### src/hdl/sfc_pkg.sv
package sfc_pkg;

  // Register indexes on the configuration port.
  localparam int unsigned CfgAddrWidth = 2;
  localparam logic [CfgAddrWidth-1:0] CFG_START_MARKER    = 2'd0;
  localparam logic [CfgAddrWidth-1:0] CFG_END_MARKER      = 2'd1;
  localparam logic [CfgAddrWidth-1:0] CFG_MAX_BODY_LENGTH = 2'd2;

  localparam logic [15:0] MaxBodyLengthReset = 16'hFFFF;
  localparam logic [15:0] MinBodyLength      = 16'd2;

  // Frame status codes.
  typedef enum logic [1:0] {
    STATUS_OK        = 2'd0,
    STATUS_CHECK_ERR = 2'd1,
    STATUS_END_ERR   = 2'd2,
    STATUS_LEN_ERR   = 2'd3
  } status_e;

  // Receiver phases.
  typedef enum logic [1:0] {
    PH_HUNT   = 2'd0,
    PH_LEN_HI = 2'd1,
    PH_LEN_LO = 2'd2,
    PH_BODY   = 2'd3
  } phase_e;

  // Live configuration values.
  typedef struct packed {
    logic [7:0]  start_marker;
    logic [7:0]  end_marker;
    logic [15:0] max_body_length;
  } sfc_cfg_t;

  // One frame status report.
  typedef struct packed {
    status_e     status;
    logic [15:0] body_length;
    logic [7:0]  received_check;
    logic [7:0]  computed_check;
  } sfc_result_t;

endpackage

### src/hdl/sfc_parser.sv
module sfc_parser (
  input  logic                  clk_i,
  input  logic                  rst_ni,
  input  logic                  in_accept_i,
  input  logic [7:0]            rx_byte_i,
  input  sfc_pkg::sfc_cfg_t     cfg_i,
  output logic                  res_valid_o,
  output sfc_pkg::sfc_result_t  res_o
);

  sfc_pkg::phase_e phase_q, phase_d;
  logic [15:0] frame_length_q, frame_length_d;
  logic [15:0] bytes_left_q, bytes_left_d;
  logic [7:0]  running_xor_q, running_xor_d;
  logic [7:0]  check_found_q, check_found_d;
  logic        check_ok_q, check_ok_d;

  logic [15:0] full_length;
  logic [7:0]  computed;
  logic        len_bad;

  assign full_length = {frame_length_q[15:8], rx_byte_i};
  assign computed    = ~running_xor_q;
  assign len_bad     = (full_length < sfc_pkg::MinBodyLength) ||
                       (full_length > cfg_i.max_body_length);

  // Next state and result for the byte being accepted.
  always_comb begin
    phase_d        = phase_q;
    frame_length_d = frame_length_q;
    bytes_left_d   = bytes_left_q;
    running_xor_d  = running_xor_q;
    check_found_d  = check_found_q;
    check_ok_d     = check_ok_q;
    res_valid_o    = 1'b0;
    res_o.status         = sfc_pkg::STATUS_OK;
    res_o.body_length    = frame_length_q;
    res_o.received_check = check_found_q;
    res_o.computed_check = computed;

    if (in_accept_i) begin
      case (phase_q)
        sfc_pkg::PH_LEN_HI: begin
          frame_length_d = {rx_byte_i, 8'h00};
          running_xor_d  = running_xor_q ^ rx_byte_i;
          phase_d        = sfc_pkg::PH_LEN_LO;
        end
        sfc_pkg::PH_LEN_LO: begin
          frame_length_d = full_length;
          running_xor_d  = running_xor_q ^ rx_byte_i;
          if (len_bad) begin
            phase_d              = sfc_pkg::PH_HUNT;
            res_valid_o          = 1'b1;
            res_o.status         = sfc_pkg::STATUS_LEN_ERR;
            res_o.body_length    = full_length;
            res_o.received_check = 8'h00;
            res_o.computed_check = 8'h00;
          end else begin
            bytes_left_d = full_length;
            phase_d      = sfc_pkg::PH_BODY;
          end
        end
        sfc_pkg::PH_BODY: begin
          if (bytes_left_q > 16'd2) begin
            running_xor_d = running_xor_q ^ rx_byte_i;
            bytes_left_d  = bytes_left_q - 16'd1;
          end else if (bytes_left_q == 16'd2) begin
            // Check byte: it is not folded into the running XOR.
            check_found_d = rx_byte_i;
            check_ok_d    = (rx_byte_i == computed);
            bytes_left_d  = 16'd1;
          end else begin
            // End marker byte closes the frame; the check byte wins ties.
            bytes_left_d = 16'd0;
            phase_d      = sfc_pkg::PH_HUNT;
            res_valid_o  = 1'b1;
            if (!check_ok_q) begin
              res_o.status = sfc_pkg::STATUS_CHECK_ERR;
            end else if (rx_byte_i != cfg_i.end_marker) begin
              res_o.status = sfc_pkg::STATUS_END_ERR;
            end else begin
              res_o.status = sfc_pkg::STATUS_OK;
            end
          end
        end
        default: begin
          if (rx_byte_i == cfg_i.start_marker) begin
            running_xor_d  = rx_byte_i;
            frame_length_d = 16'd0;
            bytes_left_d   = 16'd0;
            check_found_d  = 8'h00;
            check_ok_d     = 1'b0;
            phase_d        = sfc_pkg::PH_LEN_HI;
          end
        end
      endcase
    end
  end

  always_ff @(posedge clk_i or negedge rst_ni) begin
    if (!rst_ni) begin
      phase_q        <= sfc_pkg::PH_HUNT;
      frame_length_q <= 16'd0;
      bytes_left_q   <= 16'd0;
      running_xor_q  <= 8'h00;
      check_found_q  <= 8'h00;
      check_ok_q     <= 1'b0;
    end else begin
      phase_q        <= phase_d;
      frame_length_q <= frame_length_d;
      bytes_left_q   <= bytes_left_d;
      running_xor_q  <= running_xor_d;
      check_found_q  <= check_found_d;
      check_ok_q     <= check_ok_d;
    end
  end

`ifndef SYNTHESIS
  // Inside a body the byte count never runs out or exceeds the length field.
  a_body_count: assert property (@(posedge clk_i) disable iff (!rst_ni)
    (phase_q == sfc_pkg::PH_BODY) |->
      (bytes_left_q != 16'd0) && (bytes_left_q <= frame_length_q))
    else $error("body byte count out of range");

  // A good status means the check byte matched.
  a_ok_match: assert property (@(posedge clk_i) disable iff (!rst_ni)
    (res_valid_o && res_o.status == sfc_pkg::STATUS_OK) |->
      (res_o.received_check == res_o.computed_check))
    else $error("ok status with mismatching check byte");

  // A length error reports a length outside the allowed window.
  a_len_err: assert property (@(posedge clk_i) disable iff (!rst_ni)
    (res_valid_o && res_o.status == sfc_pkg::STATUS_LEN_ERR) |->
      ((res_o.body_length < sfc_pkg::MinBodyLength) ||
       (res_o.body_length > cfg_i.max_body_length)))
    else $error("length error with legal length");

  // Every report sends the receiver back to hunting.
  a_report_hunt: assert property (@(posedge clk_i) disable iff (!rst_ni)
    res_valid_o |=> (phase_q == sfc_pkg::PH_HUNT))
    else $error("receiver not hunting after a report");
`endif

endmodule

### config.mk
export PLATFORM = sky130hd
export DESIGN_NAME = sfc_parser
export DESIGN_NICKNAME = d
export VERILOG_FILES = /design/src/hdl/sfc_pkg.sv /design/src/hdl/sfc_parser.sv
export SDC_FILE = /design/constraint.sdc
export NUM_CORES = 1
export LEC_CHECK = 0
export BUFFER_PORTS_ARGS = -buffer_cell sky130_fd_sc_hd__buf_2
export CORE_MARGIN = 8
export CORE_UTILIZATION = 61
export DETAILED_ROUTE_END_ITERATION = 10
export HOLD_SLACK_MARGIN = 0.03
export PLACE_DENSITY = 0.94
export SLEW_MARGIN = 20
export SYNTH_ARGS = -nofsm -noshare
export SYNTH_HDL_FRONTEND = slang
export SYNTH_SLANG_ARGS = --single-unit
### constraint.sdc
create_clock -name clk_i -period 5.4 [get_ports clk_i]
set_input_delay 1.08 -clock clk_i [delete_from_list [all_inputs] [get_ports clk_i]]
set_output_delay 1.08 -clock clk_i [all_outputs]
set_load 0.01 [all_outputs]
### Word level (Yosys, flattened, before mapping)

Index checks and enable logic that the tools add are counted.

| storage, ports and cells | value |
|---|---|
| bits in registers | 51 |
| bits in latches | 0 |
| memory bits (writable) | 0 |
| ROM bits | 0 |
| bits of input ports | 43 |
| output and inout port bits | 35 |
| word-level logic and storage cells | 78 |
| memories kept | 0 |

| operators by class | value |
|---|---|
| $add $sub $neg | 1 |
| multipliers | 0 |
| divide/modulo/power cells | 0 |
| $lt $le $gt $ge | 3 |
| eq/ne operators | 12 |
| shift-type cells | 0 |
| muxes and demuxes | 35 |
| bitwise logic cells | 6 |
| reductions and logical operators | 14 |

Operators with widths:

| operator | number |
|---|---|
| 16-bit one-hot mux with 3 select lines | 2 |
| 34-bit two-way mux | 2 |
| 16-bit two-way mux | 3 |
| 8-bit two-way mux | 5 |
| 32-bit two-way mux | 1 |
| 8-bit one-hot mux with 2 select lines | 2 |
| 16-bit by 2-bit equality test with 1-bit output (second input constant) | 1 |
| 8-bit equality test | 2 |
| 16-bit greater-than comparator | 1 |
| 16-bit by 2-bit greater-than comparator with 1-bit output (second input constant) | 1 |
| 16-bit by 2-bit less-than comparator with 1-bit output (second input constant) | 1 |
| 2-bit two-way mux | 8 |
| 16-bit by 1-bit subtractor with 16-bit output (second input constant) | 1 |
| 4-bit AND reduction | 3 |
| 2-bit inequality test (second input constant) | 5 |
| 3-bit nonzero test | 3 |
| 1-bit two-way mux | 8 |
| 8-bit inequality test | 1 |
| 8-bit inverter | 1 |
| 8-bit bitwise XOR | 1 |
| 2-bit one-hot mux with 3 select lines | 1 |
| 3-bit AND reduction | 2 |
| 5-bit AND reduction | 1 |
| 2-bit equality test (second input constant) | 2 |
| other kinds (8) | 13 |

### Depth between registers and ports, before layout

| logic depth | value |
|---|---|
| word-level depth | 7 |
| depth in mapped cells | 11 |
| depth with buffers taken out | 8 |

### Worst setup path before layout

No wires, ideal clock.

| timing path | value |
|---|---|
| path kind | input port to output port |
| from | in cfg_i[15] in the netlist's numbering |
| to | out res_o[16] in the netlist's numbering |
| arrival | 2935 ps |
| data required time | 4320 ps |
| path slack | 1385 ps |
| cell stages on the path | 9 |
| path buffers | 1 |
| cell sequence | inv_1 > ha_1 > nand4_2 > nor3_1 > or3_4 > o31ai_4 > a21bo_1 > buf_6 > mux2_4 |

RTL lines:

| element | RTL line | text |
|---|---|---|
| start: declaration | sfc_parser.sv:6 | `input sfc_pkg::sfc_cfg_t cfg_i,` |
| end: declaration | sfc_parser.sv:8 | `output sfc_pkg::sfc_result_t res_o` |

==> run metrics <==
Setup WS pre-CTS 0.692 ns; Post-CTS Resized 0; CTS H-tree depth 2; worst reg-to-reg path cell count 5; I/O Pins 78; Synth area leader dfrtp_1; Post-route DRC 0; CTS Buf Count 5; Die X 96.4 um; Hold WC Path Type reg2reg; RSZ-0062 raised after global routing no; antenna violations before repair 0; final setup vio count 0; first-pass GRT wire length 17,900 um; static leakage 2.15 nW; total iterations of the first detailed-routing run 5; asr flop ratio synth 100%; dpl hpwl 7850 um; worst-path cell chain buf_2, inv_1, ha_1, nand4_2, nor3_1, or3_4, o31ai_4, a21bo_1, mux2_4, buf_2; GRT overflow 0; final hold violation count 0; post-cts hold buffer count 0; CTS Sinks 51; share of cells above drive strength 1 27.0%; Syn Inst Count 426; vias per cell 6.39; Synth cell types 60; gp weighted congestion 0.840; Buf+Inv Stages, Crit Path 3; TNS Setup 0 ns; die height 96.4 um; net count after synthesis 491; CP max FO 19; worst clock skew 0.0111 ns; number of instances in the placed design 557; critical path required time 4.32 ns; Period minus WS final 4.70 ns; clock root buffer clkbuf_8; slowest stage cell, crit path a21bo_1; Worst Setup Slack, final 0.702 ns; crit share post-route 87.0%; worst rel slew slack 46.7%; slew of the pin with the lowest slew margin 0.800 ns; Critical Path End Type output port; Worst Setup Path Type in2out; Max Clock Freq 0.213 GHz; CTS clk-pin slew, worst paths 0.09 ns; total of max-cap violations 0; Final #Nets 552; run status finished, final reports clean; Worst Hold Path Cells 1; Layout Cells excl Fill 565; drt wl/cell 18.9 um; Synth top area share 32.4%; post-route antenna net violation count 0; area grow syn2layout 11.2%; Initial Util 62.4%; First DRT Iteration DRCs 350; PortBufs 77; Final Total Pwr 0.00224 W; CTS Buffer Depth 2; core area 6310 um^2; Via Count 3,611; Antenna diodes 0; die area 9290 um^2; Seq/Total Area, Yosys 32.4%; Yosys warning count 0; Global Route Usage Sum 24.2%; Max Slew Vio Count 0; startpoint class of the critical path input port; Primary FF master, synth dfrtp_1; peak supply drop 0.320 mV; Post-Syn Area 3940 um^2; Arr. time, crit path 3.62 ns; Crit path max-delay family compound AO/OA/AOI/OAI gates; Post-Route WL 10,700 um; Area contributors post-synth dfrtp_1 (32%), ha_1 (7.0%), xnor2_1 (3.8%); Crit path largest cell delay 0.61 ns; flops & latches, synth 51; clk_lat worst skew 0.31 ns; cell count along the critical path 10; largest net degree at the start of global routing 31; fill count 484; Post-CTS Setup Repair Bufs 0; pwr/cell area 512 nW/um^2; Avg Cell Area, Syn 9.25 um^2; CTS tree built; Post-synth EDFFs 0; FP Rows 29; vias in the first global route 3,748; CP most frequent cell buf_2
cells by family (layout without fill, tap and decap cells):
family          count (synthesis)  count (layout)  synth area share [%]
compound gates                108             108                  21.3
simple gates                  143             143                  20.1
fa+ha+maj                      22              22                  6.98
buf+inv                        59             121                  7.71
xor+xnor                       24              24                  5.33
mux                            19              19                  6.16
flops                          51              51                  32.4
stage by stage:
| step | hold WS [ns] | utilization [%] | instance area (um^2) |
|---|---|---|---|
| CTS | 0.502 | 69.4 | 4380 |
| detailed placement | 0.481 | 68.1 | 4300 |
| global route | 0.522 | 69.4 | 4380 |
| floorplan | 0.449 | - | 3940 |
| finish | 0.501 | 69.4 | 4380 |
| global placement | 0.461 | 67.8 | 4280 |
worst register-to-register path, cell delays in order, from the launching register on:
cell and delay (ns):
dfrtp_1 0.46, inv_1 0.11, ha_1 0.68, o31a_1 0.60, o221a_4 0.43, mux2_2 0.36
cell usage in the layout, fill, tap and decap left out, types with 13 or more instances in the layout:
cell,synthesis,final
a221o_1,13,13
xnor2_1,17,17
nand3_1,22,22
inv_1,27,27
nand2_1,33,33
o21ai_0,29,29
nor2_1,24,24
dfrtp_1,51,51
buf_2,3,77
ha_1,22,22
path summary, 6_finish.rpt:
kind	endpoint	start	slack, ns
max in group asynchronous	frame_length_q[3]$_DFFE_PN0P_	rst_ni	4.10
worst min-delay path	check_found_q[5]$_DFFE_PN0P_	check_found_q[5]$_DFFE_PN0P_	0.50
worst max register to register	bytes_left_q[1]$_DFFE_PN0P_	phase_q[0]$_DFFE_PN0P_	2.63
min in group asynchronous	running_xor_q[5]$_DFFE_PN0P_	rst_ni	0.74
worst min register to register	check_found_q[5]$_DFFE_PN0P_	check_found_q[5]$_DFFE_PN0P_	0.50
worst max-delay path	res_o[19]	cfg_i[15]	0.70
flip-flops by register name, indices dropped and copies added, names as in the netlist:
name            flops
check_ok_q          1
bytes_left_q       16
phase_q             2
frame_length_q     16
running_xor_q       8
check_found_q       8
synth_stat cells, types with 6 or more instances:
master	count
dfrtp_1	51
nand2_1	33
o21ai_0	29
inv_1	27
nor2_1	24
ha_1	22
nand3_1	22
xnor2_1	17
a221o_1	13
clkbuf_1	13
o31ai_1	12
and2_1	10
and3_1	10
mux2_2	10
nand4_1	10
a22o_1	9
buf_4	9
a21oi_1	8
mux2_4	8
a21boi_0	7
nor3_1	7
or3b_2	7
xor2_1	7
a21boi_1	6
buf_6	6
nor4_1	6
where the power goes:
group          switching, W  internal [W]
registers          0.000209      0.000539
logic              0.000732      0.000544
clock network      0.000127     0.0000914
total               0.00107       0.00117
cell type report:
cell class                      instances  area (um^2)  share of cell area [%]
Clock buffer                            7         76.3                    1.74
Clock inverter                          1         5.00                   0.114
Inverter                               27          101                    2.31
Multi-Input combinational cell        316         2360                    53.9
Sequential cell                        51         1280                    29.1
Tap cell                               77         96.3                    2.20
Timing Repair Buffer                   86          465                    10.6
routing by layer:
| metal | vias to the layer above | GRT usage, % | routed length [um] |
|---|---|---|---|
| li1 | 1670 | - | - |
| met1 | 1733 | 30.5 | 4440 |
| met2 | 187 | 41.0 | 5250 |
| met3 | 21 | 3.63 | 748 |
| met4 | 0 | 9.33 | 223 |
| met5 | - | 0 | 0 |
Power figures use the tool's default switching activity.
